## config.mk

```make
export PLATFORM = sky130hd
export DESIGN_NAME = detection_head_decode
export DESIGN_NICKNAME = d
export VERILOG_FILES = /design/src/rtl/dhd_pkg.sv /design/src/rtl/detection_head_decode.sv /design/src/rtl/dhd_ctrl.sv /design/src/rtl/dhd_datapath.sv
export SDC_FILE = /design/constraint.sdc
export NUM_CORES = 1
export LEC_CHECK = 0
export ABC_AREA = 0
export ABC_CLOCK_PERIOD_IN_PS = 8000
export BUFFER_PORTS_ARGS = -buffer_cell sky130_fd_sc_hd__clkbuf_2
export CAP_MARGIN = 20
export CELL_PAD_IN_SITES_DETAIL_PLACEMENT = 1
export CELL_PAD_IN_SITES_GLOBAL_PLACEMENT = 1
export CORE_ASPECT_RATIO = 1.4
export CORE_UTILIZATION = 29
export CTS_BUF_LIST = sky130_fd_sc_hd__clkbuf_4
export DETAILED_ROUTE_END_ITERATION = 16
export PLACE_DENSITY = 0.55
export SLEW_MARGIN = 30
export SYNTH_ARGS = -nofsm -noshare
export SYNTH_HDL_FRONTEND = slang
export SYNTH_SLANG_ARGS = --single-unit
export TNS_END_PERCENT = 100
```

## constraint.sdc

```tcl
create_clock -name clk -period 8 [get_ports clk]
set_input_delay 0.4 -clock clk [delete_from_list [all_inputs] [get_ports clk]]
set_output_delay 0.4 -clock clk [all_outputs]
set_load 0.005 [all_outputs]
```

## src/rtl/dhd_pkg.sv

```systemverilog
`timescale 1ns / 1ps
// ----------------------------------------------------------------------------
// dhd_pkg
// Shared types and constants for the detection head decode block.
// ----------------------------------------------------------------------------
package dhd_pkg;

  localparam int SCORE_W = 16;
  localparam int COORD_W = 16;
  localparam int PAD_W   = 12;
  localparam int CLASS_W = 7;
  localparam int OUT_W   = 20;
  localparam int NUM_W   = 20;   // signed corner numerator, Q.5
  localparam int MAG_W   = 18;   // magnitude of a numerator
  localparam int DVD_W   = 31;   // mag * 4096 + scale
  localparam int DIV_W   = 17;   // 2 * scale
  localparam int BIT_W   = 5;    // divider bit counter

  localparam logic [1:0] CFG_THRESHOLD = 2'd0;
  localparam logic [1:0] CFG_PAD_X     = 2'd1;
  localparam logic [1:0] CFG_PAD_Y     = 2'd2;
  localparam logic [1:0] CFG_SCALE     = 2'd3;

  localparam logic [1:0] CORNER_LEFT   = 2'd0;
  localparam logic [1:0] CORNER_BOTTOM = 2'd3;

  localparam logic [BIT_W-1:0] LAST_BIT = BIT_W'(DVD_W - 1);

  localparam logic [OUT_W-1:0] OUT_MAX = 20'h7FFFF;
  localparam logic [OUT_W-1:0] OUT_MIN = 20'h80000;

  typedef struct packed {
    logic       take;     // input beat accepted
    logic       load;     // load dividend for corner
    logic       step;     // one quotient bit
    logic       save;     // store saturated corner
    logic       present;  // move box to output register
    logic [1:0] corner;
  } dhd_cmd_t;

  typedef struct packed {
    logic emit;      // last class beat passes threshold
    logic out_free;  // output register can take a box
  } dhd_stat_t;

endpackage

```

## src/rtl/detection_head_decode.sv

```systemverilog
`timescale 1ns / 1ps
// ----------------------------------------------------------------------------
// detection_head_decode
// Per-anchor class argmax and letterbox box decode to source pixels.
// ----------------------------------------------------------------------------
// Class score beats are taken one per clock while no box is being decoded.
// A beat that ends an anchor and whose best score beats the threshold starts
// the box decode: four corner divisions by the resize scale run one after
// another on one shared radix-2 divider, each a load, 31 quotient bits and a
// save. Input then stalls while the divisions run and the box is handed to
// the output register, plus any wait for the previous box to leave it.
// Anchors below threshold leave the sequencer idle and produce nothing.
module detection_head_decode import dhd_pkg::*; #(
  parameter int CLASS_COUNT = 80
) (
  input  logic                    clk,
  input  logic                    rst_n,
  input  logic                    cfg_we,
  input  logic [1:0]              cfg_index,
  input  logic [15:0]             cfg_data,
  input  logic                    in_valid,
  output logic                    in_stall,
  input  logic [SCORE_W-1:0]      in_class_score,
  input  logic [COORD_W-1:0]      in_center_x,
  input  logic [COORD_W-1:0]      in_center_y,
  input  logic [COORD_W-1:0]      in_box_width,
  input  logic [COORD_W-1:0]      in_box_height,
  input  logic                    in_last_class,
  output logic                    out_valid,
  input  logic                    out_stall,
  output logic signed [OUT_W-1:0] out_left_x,
  output logic signed [OUT_W-1:0] out_top_y,
  output logic signed [OUT_W-1:0] out_right_x,
  output logic signed [OUT_W-1:0] out_bottom_y,
  output logic [SCORE_W-1:0]      out_best_score,
  output logic [CLASS_W-1:0]      out_best_class
);

  dhd_cmd_t  cmd;
  dhd_stat_t stat;

  dhd_ctrl u_ctrl (
    .clk      (clk),
    .rst_n    (rst_n),
    .in_valid (in_valid),
    .in_stall (in_stall),
    .stat     (stat),
    .cmd      (cmd)
  );

  dhd_datapath #(.CLASS_COUNT(CLASS_COUNT)) u_dp (
    .clk            (clk),
    .rst_n          (rst_n),
    .cfg_we         (cfg_we),
    .cfg_index      (cfg_index),
    .cfg_data       (cfg_data),
    .in_class_score (in_class_score),
    .in_center_x    (in_center_x),
    .in_center_y    (in_center_y),
    .in_box_width   (in_box_width),
    .in_box_height  (in_box_height),
    .in_last_class  (in_last_class),
    .cmd            (cmd),
    .stat           (stat),
    .out_valid      (out_valid),
    .out_stall      (out_stall),
    .out_left_x     (out_left_x),
    .out_top_y      (out_top_y),
    .out_right_x    (out_right_x),
    .out_bottom_y   (out_bottom_y),
    .out_best_score (out_best_score),
    .out_best_class (out_best_class)
  );

endmodule

```

## src/rtl/dhd_ctrl.sv

```systemverilog
`timescale 1ns / 1ps
// ----------------------------------------------------------------------------
// dhd_ctrl
// Sequencer: accepts class beats, runs four shared divisions per box.
// ----------------------------------------------------------------------------
module dhd_ctrl import dhd_pkg::*; (
  input  logic      clk,
  input  logic      rst_n,
  input  logic      in_valid,
  output logic      in_stall,
  input  dhd_stat_t stat,
  output dhd_cmd_t  cmd
);

  localparam logic [2:0] S_IDLE = 3'd0;
  localparam logic [2:0] S_LOAD = 3'd1;
  localparam logic [2:0] S_STEP = 3'd2;
  localparam logic [2:0] S_SAVE = 3'd3;
  localparam logic [2:0] S_HOLD = 3'd4;

  logic [2:0]       state_r, state_nxt;
  logic [1:0]       corner_r, corner_nxt;
  logic [BIT_W-1:0] bit_r, bit_nxt;

  always_comb begin
    state_nxt   = state_r;
    corner_nxt  = corner_r;
    bit_nxt     = bit_r;
    cmd         = '0;
    cmd.corner  = corner_r;
    in_stall    = (state_r != S_IDLE);
    case (state_r)
      S_IDLE: begin
        cmd.take = in_valid;
        if (in_valid && stat.emit) begin
          state_nxt  = S_LOAD;
          corner_nxt = CORNER_LEFT;
        end
      end
      S_LOAD: begin
        cmd.load  = 1'b1;
        bit_nxt   = LAST_BIT;
        state_nxt = S_STEP;
      end
      S_STEP: begin
        cmd.step = 1'b1;
        if (bit_r == '0) begin
          state_nxt = S_SAVE;
        end else begin
          bit_nxt = bit_r - 1'b1;
        end
      end
      S_SAVE: begin
        cmd.save = 1'b1;
        if (corner_r == CORNER_BOTTOM) begin
          state_nxt = S_HOLD;
        end else begin
          corner_nxt = corner_r + 1'b1;
          state_nxt  = S_LOAD;
        end
      end
      S_HOLD: begin
        // wait for the previous box to drain
        if (stat.out_free) begin
          cmd.present = 1'b1;
          state_nxt   = S_IDLE;
        end
      end
      default: state_nxt = S_IDLE;
    endcase
  end

  always_ff @(posedge clk) begin
    if (!rst_n) begin
      state_r  <= S_IDLE;
      corner_r <= '0;
      bit_r    <= '0;
    end else begin
      state_r  <= state_nxt;
      corner_r <= corner_nxt;
      bit_r    <= bit_nxt;
    end
  end

endmodule

```

## src/rtl/dhd_datapath.sv

```systemverilog
`timescale 1ns / 1ps
// ----------------------------------------------------------------------------
// dhd_datapath
// Running max, corner numerators, radix-2 divider and output register.
// ----------------------------------------------------------------------------
module dhd_datapath import dhd_pkg::*; #(
  parameter int CLASS_COUNT = 80
) (
  input  logic                      clk,
  input  logic                      rst_n,
  input  logic                      cfg_we,
  input  logic [1:0]                cfg_index,
  input  logic [15:0]               cfg_data,
  input  logic [SCORE_W-1:0]        in_class_score,
  input  logic [COORD_W-1:0]        in_center_x,
  input  logic [COORD_W-1:0]        in_center_y,
  input  logic [COORD_W-1:0]        in_box_width,
  input  logic [COORD_W-1:0]        in_box_height,
  input  logic                      in_last_class,
  input  dhd_cmd_t                  cmd,
  output dhd_stat_t                 stat,
  output logic                      out_valid,
  input  logic                      out_stall,
  output logic signed [OUT_W-1:0]   out_left_x,
  output logic signed [OUT_W-1:0]   out_top_y,
  output logic signed [OUT_W-1:0]   out_right_x,
  output logic signed [OUT_W-1:0]   out_bottom_y,
  output logic [SCORE_W-1:0]        out_best_score,
  output logic [CLASS_W-1:0]        out_best_class
);

  localparam logic [CLASS_W-1:0] CNT_MAX = CLASS_W'(CLASS_COUNT - 1);

  logic [SCORE_W-1:0] thr_r;
  logic [PAD_W-1:0]   pad_x_r, pad_y_r;
  logic [15:0]        scale_r;

  logic [SCORE_W-1:0] max_r, max_nxt;
  logic [CLASS_W-1:0] idx_r, idx_nxt, cnt_r, cnt_nxt;
  logic [SCORE_W-1:0] box_score_r;
  logic [CLASS_W-1:0] box_class_r;

  logic signed [NUM_W-1:0] num_r [4];
  logic signed [NUM_W-1:0] num_nxt [4];
  logic [OUT_W-1:0]        res_r [4];

  logic [DVD_W-1:0] dvd_r, quo_r;
  logic [DIV_W-1:0] rem_r;
  logic             neg_r;

  logic              out_valid_r;
  logic [OUT_W-1:0]  o_l_r, o_t_r, o_r_r, o_b_r;
  logic [SCORE_W-1:0] o_score_r;
  logic [CLASS_W-1:0] o_class_r;

  // running strict-greater maximum
  logic upd;
  assign upd     = in_class_score > max_r;
  assign max_nxt = upd ? in_class_score : max_r;
  assign idx_nxt = upd ? cnt_r : idx_r;
  assign cnt_nxt = (cnt_r < CNT_MAX) ? cnt_r + 1'b1 : cnt_r;

  assign stat.emit     = in_last_class && (max_nxt > thr_r);
  assign stat.out_free = !out_valid_r || !out_stall;

  // corner numerators in Q.5
  logic signed [NUM_W-1:0] cx2, cy2, w_e, h_e, px_e, py_e;
  assign cx2  = $signed({3'b0, in_center_x, 1'b0});
  assign cy2  = $signed({3'b0, in_center_y, 1'b0});
  assign w_e  = $signed({4'b0, in_box_width});
  assign h_e  = $signed({4'b0, in_box_height});
  assign px_e = $signed({3'b0, pad_x_r, 5'b0});
  assign py_e = $signed({3'b0, pad_y_r, 5'b0});
  assign num_nxt[0] = cx2 - w_e - px_e;
  assign num_nxt[1] = cy2 - h_e - py_e;
  assign num_nxt[2] = cx2 + w_e - px_e;
  assign num_nxt[3] = cy2 + h_e - py_e;

  // divider operands
  logic [15:0]      s_eff;
  logic [DIV_W-1:0] divisor;
  logic signed [NUM_W-1:0] num_sel;
  logic [NUM_W-1:0] mag_full;
  logic [DVD_W-1:0] dvd_load;
  assign s_eff    = (scale_r == '0) ? 16'd1 : scale_r;
  assign divisor  = {s_eff, 1'b0};
  assign num_sel  = num_r[cmd.corner];
  assign mag_full = num_sel[NUM_W-1] ? NUM_W'(-num_sel) : NUM_W'(num_sel);
  assign dvd_load = {1'b0, mag_full[MAG_W-1:0], 12'b0} + DVD_W'(s_eff);

  logic [DIV_W:0] trial;
  logic           ge;
  assign trial = {rem_r, dvd_r[DVD_W-1]};
  assign ge    = trial >= {1'b0, divisor};

  // round-half-away quotient, saturated
  logic [OUT_W-1:0] sat;
  always_comb begin
    if (neg_r) begin
      sat = (quo_r > DVD_W'(524288)) ? OUT_MIN : OUT_W'(-quo_r);
    end else begin
      sat = (quo_r > DVD_W'(OUT_MAX)) ? OUT_MAX : quo_r[OUT_W-1:0];
    end
  end

  always_ff @(posedge clk) begin
    if (!rst_n) begin
      thr_r   <= 16'd16384;
      pad_x_r <= '0;
      pad_y_r <= '0;
      scale_r <= 16'd4096;
      max_r   <= '0;
      idx_r   <= '0;
      cnt_r   <= '0;
      out_valid_r <= 1'b0;
    end else begin
      if (cfg_we) begin
        case (cfg_index)
          CFG_THRESHOLD: thr_r   <= cfg_data;
          CFG_PAD_X:     pad_x_r <= cfg_data[PAD_W-1:0];
          CFG_PAD_Y:     pad_y_r <= cfg_data[PAD_W-1:0];
          CFG_SCALE:     scale_r <= cfg_data;
          default: ;
        endcase
      end
      if (cmd.take) begin
        if (in_last_class) begin
          max_r <= '0;
          idx_r <= '0;
          cnt_r <= '0;
        end else begin
          max_r <= max_nxt;
          idx_r <= idx_nxt;
          cnt_r <= cnt_nxt;
        end
      end
      if (cmd.present) begin
        out_valid_r <= 1'b1;
      end else if (!out_stall) begin
        out_valid_r <= 1'b0;
      end
    end
  end

  always_ff @(posedge clk) begin
    if (cmd.take && stat.emit) begin
      for (int i = 0; i < 4; i++) begin
        num_r[i] <= num_nxt[i];
      end
      box_score_r <= max_nxt;
      box_class_r <= idx_nxt;
    end
    if (cmd.load) begin
      dvd_r <= dvd_load;
      quo_r <= '0;
      rem_r <= '0;
      neg_r <= num_sel[NUM_W-1];
    end else if (cmd.step) begin
      dvd_r <= {dvd_r[DVD_W-2:0], 1'b0};
      quo_r <= {quo_r[DVD_W-2:0], ge};
      rem_r <= ge ? DIV_W'(trial - {1'b0, divisor}) : trial[DIV_W-1:0];
    end
    if (cmd.save) begin
      res_r[cmd.corner] <= sat;
    end
    if (cmd.present) begin
      o_l_r     <= res_r[0];
      o_t_r     <= res_r[1];
      o_r_r     <= res_r[2];
      o_b_r     <= res_r[3];
      o_score_r <= box_score_r;
      o_class_r <= box_class_r;
    end
  end

  assign out_valid      = out_valid_r;
  assign out_left_x     = $signed(o_l_r);
  assign out_top_y      = $signed(o_t_r);
  assign out_right_x    = $signed(o_r_r);
  assign out_bottom_y   = $signed(o_b_r);
  assign out_best_score = o_score_r;
  assign out_best_class = o_class_r;

endmodule
```

==> results.tsv <==
stage	metric	value	unit
cts	CTS Buf Count	112	
synthesis	Post-Synthesis Cells	2145	
global_routing	first-pass GRT wire length	98700	um
critical_path	Crit-path slowest cell	o31ai_1	
synthesis	Synth Register Bits	459	
global_routing	GR Overflow Total	0	
route	DRC	0	
synthesis	Post-synth EDFFs	312	
synthesis	synthesized cell area	23600	sq um
global_routing	vias in the first global route	18300	
sta	post-layout min period	5.01	ns
route	antenna-violating nets left	0	
critical_path	Worst Setup End Kind	flop	
route	Vias	16900	
floorplan	die height	340	um
critical_path	Critical Path Max Stage Delay	0.43	ns
sta	RSZ-0062 raised after global routing	no	
finish	Fillers	9115	
route	drt total wl	62500	um
sta	Max Freq	200	MHz
sta	Hold Slack	0.106	ns
sta	actual slew at the worst max-slew pin	0.925	ns
sta	Final Hold Violating Endpoints	0	
critical_path	Buf+Inv Stages, Crit Path	3	
outcome	outcome	finished clean	
flow_run	MaxCap Viol Count	0	
critical_path	Worst R2R Setup Slack	2.99	ns
route	initial drt markers	545	
critical_path	CP top delay family	compound AO/OA/AOI/OAI gates	
cts	Post-CTS Hold Fix Bufs	53	
synthesis	Mean Syn Cell Area	11.0	sq um
critical_path	Max FO, Critical Path	101	
synthesis	ys flop type	edfxtp_1	
placed_design	Setup Slack @ Placement	2.96	ns
global_routing	initial antenna violation count	1	
critical_path	most used cell, CP	o21a_1	
critical_path	type of origin of the critical path	flop	
placed_design	RePlAce Congestion	0.805	
finish	Cell Count, Final, Fillers Out	3605	
sta	Max Slew Vio Count	0	
synthesis	unique cell type count in the Yosys netlist	76	
sta	final setup margin	2.99	ns
floorplan	Die Wd	243	um
sta	final setup violating endpoints	0	
power	Max VDD drop	0.000113	V
synthesis	warnings from Yosys	0	
synthesis	syn_nets	2429	
placed_design	HPWL after DPL	47600	um
global_routing	pin count of the biggest net entering global routing	102	
global_routing	total track usage	15.2	%
finish	share of cells above drive strength 1	18.0	%
route	routed len/inst	17.3	um
floorplan	initial core utilization	29.3	%
cts	Clock transition at path regs	0.07	ns
finish	Final nets	2737	
synthesis	Post-synth ARST share	0	%
synthesis	sequential-to-total area share from yosys stat	52.2	%
sta	Setup TNS	0	ns
sta	period utilization	62.6	%
finish	Layout area overhead	18.0	%
cts	Root Buffer	clkbuf_4	
critical_path	Worst EP required	8.48	ns
route	DRT Pass-1 Iters	4	
power	Cell Pwr Density	253	nW/um^2
critical_path	Worst Setup Path Type	flop to flop	
cts	CTS H-tree lvls	3	
critical_path	Critical Path AT	5.49	ns
cts	post-CTS setup buffers	0	
sta	clock skew	0.0867	ns
floorplan	die footprint	82600	sq um
route	number of vias per cell	4.70	
cts	clock buffer depth	3	
sta	Slew HR	38.1	%
cts	CTS Sinks	459	
power	leakage	10.9	nW
placed_design	number of placed instances, taps included	3348	
floorplan	# rows	123	
placed_design	IO buf count	208	
floorplan	core footprint	80500	sq um
floorplan	# IOs	209	
cts	later-pin clock latency in the skew report	0.91	ns
cts	number of gates resized after cts	0	
critical_path	worst-path cell chain	inv_1, ha_1, nor2b_1, o21a_1, o21a_1, o21a_1, o21a_1, o2111ai_1, a31oi_2, buf_4, o21ai_0, ha_1, nor2b_1, o21a_1, o21a_1, o21a_1, o21a_1, o2111ai_1, a41oi_1, o31ai_1, nor2_4, buf_12	
min_path	Min-Delay Path Class	input port to flop	
cts	TritonCTS clock tree	yes	
==> power breakdown <==
| part | internal, W | switching, W |
|---|---|---|
| Sequential | 0.00282 | 0.0000963 |
| Clock | 0.00104 | 0.000967 |
| Combinational | 0.000843 | 0.00127 |
| Total | 0.00471 | 0.00233 |
==> worst paths after layout <==
kind / start / endpoint / cells after the start
max reg2reg: u_dp.max_r[1] / u_dp.num_r[2][8] / 22
min reg2reg: u_dp.box_score_r[14] / u_dp.out_best_score[14] / 0
max: u_dp.max_r[1] / u_dp.num_r[2][8] / 22
min: in_box_width[2] / u_dp.num_r[2][2] / 4
==> flip-flops by register name, summed over array words and instances (netlist names), 16 cells and up, named ones only <==
signal / count
u_dp.num_r: 74
out_right_x: 20
u_dp.thr_r: 16
out_top_y: 20
u_dp.out_best_score: 16
u_dp.rem_r: 17
out_bottom_y: 20
u_dp.res_r: 80
u_dp.quo_r: 31
u_dp.max_r: 16
u_dp.scale_r: 16
u_dp.box_score_r: 16
u_dp.dvd_r: 31
out_left_x: 20
==> kinds of logic after synthesis <==
| kind of cell | share of synthesized area (%) |
|---|---|
| fa+ha+maj | 9.86 |
| simple gates | 11.4 |
| flops | 52.2 |
| buf+inv | 4.25 |
| mux | 3.40 |
| compound gates | 13.5 |
| xor+xnor | 5.49 |
==> worst reg2reg max path, delay by kind of cell (launching register included) <==
| kind | cells | cell delay [ns] |
|---|---|---|
| AOI/OAI and AO/OA | 14 | 2.69 |
| and+or+nand+nor | 3 | 0.33 |
| adders and majority gates | 2 | 0.58 |
| buffers and inverters | 3 | 0.52 |
| DFF | 1 | 0.36 |
==> per-layer routing <==
| metal | vias to the layer above | global-route usage (%) | wire length (um) |
|---|---|---|---|
| met5 | - | 0 | 0 |
| met4 | 0 | 5.56 | 1430 |
| met3 | 89 | 2.34 | 2180 |
| met2 | 311 | 30.8 | 35300 |
| met1 | 8190 | 15.4 | 23700 |
| li1 | 8345 | - | - |
==> cell usage after synthesis (5+ instances only) <==
cell        n  area [sq um]
edfxtp_1  312          9370
nand2_1   240           901
inv_1     175           657
ha_1      170          2130
dfxtp_1   147          2940
nor2_1    105           394
xnor2_1    99           867
a21oi_1    92           460
clkbuf_1   77           289
o21ai_0    76           380
a22o_1     51           447
a21boi_0   49           368
xor2_1     49           429
nor3_1     40           200
o21ai_1    39           195
nor2b_1    38           238
o21bai_1   29           218
a21o_1     27           203
mux2i_1    24           240
nand3_1    24           120
mux4_2     20           450
nand2b_1   20           125
nand4_1    20           125
o21a_1     17           128
or3_1      15          93.8
o311ai_1   12           105
and2_1     11          68.8
o31ai_1    11          82.6
fa_1       10           200
o211ai_1   10          75.1
o41ai_1    10          87.6
mux2_2      9           101
nor4_1      9          56.3
and3_1      8          50.1
a211o_1     7          61.3
a31oi_1     6          37.5
nand3b_1    6          45.0
a41o_1      5          50.1
or2_1       5          31.3
or2_2       5          31.3
==> metrics by stage <==
| step | utilization [%] | cell area (sq um) | power [W] |
|---|---|---|---|
| after floorplan | - | 23600 | 0.00448 |
| after global placement | 32.1 | 25800 | 0.00503 |
| after detailed placement | 32.1 | 25800 | 0.00510 |
| after CTS | 34.6 | 27800 | 0.00719 |
| after global routing | 34.6 | 27900 | 0.00752 |
| final | 34.6 | 27900 | 0.00704 |
==> area by class of cell <==
type / count / area (sq um) / area share [%]
clock inverter: 39 / 258 / 0.925
timing repair buffer: 278 / 1710 / 6.14
antenna: 1 / 2.50 / 0.00898
multi-input combinational: 1423 / 10300 / 37.1
tap: 1062 / 1330 / 4.77
sequential: 459 / 12300 / 44.2
inverter: 179 / 672 / 2.41
clock buffer: 164 / 1230 / 4.42
==> cells in the final DEF (no fill, tap or decap), types with 20 or more instances in the layout <==
master	n
inv_1	174
edfxtp_1	312
clkinv_1	27
clkbuf_2	208
nand4_1	20
ha_1	170
mux2i_1	24
o21ai_1	40
mux4_2	20
nor3_1	39
a21oi_1	91
nor2_1	103
a22o_1	51
nor2b_1	38
nand2b_1	20
a21o_1	27
nand2_1	240
clkbuf_4	164
dfxtp_1	147
o21ai_0	75
o21bai_1	29
dlygate4sd3_1	53
a21boi_0	49
xnor2_1	99
nand3_1	24
xor2_1	49
Power figures use the tool's default switching activity.
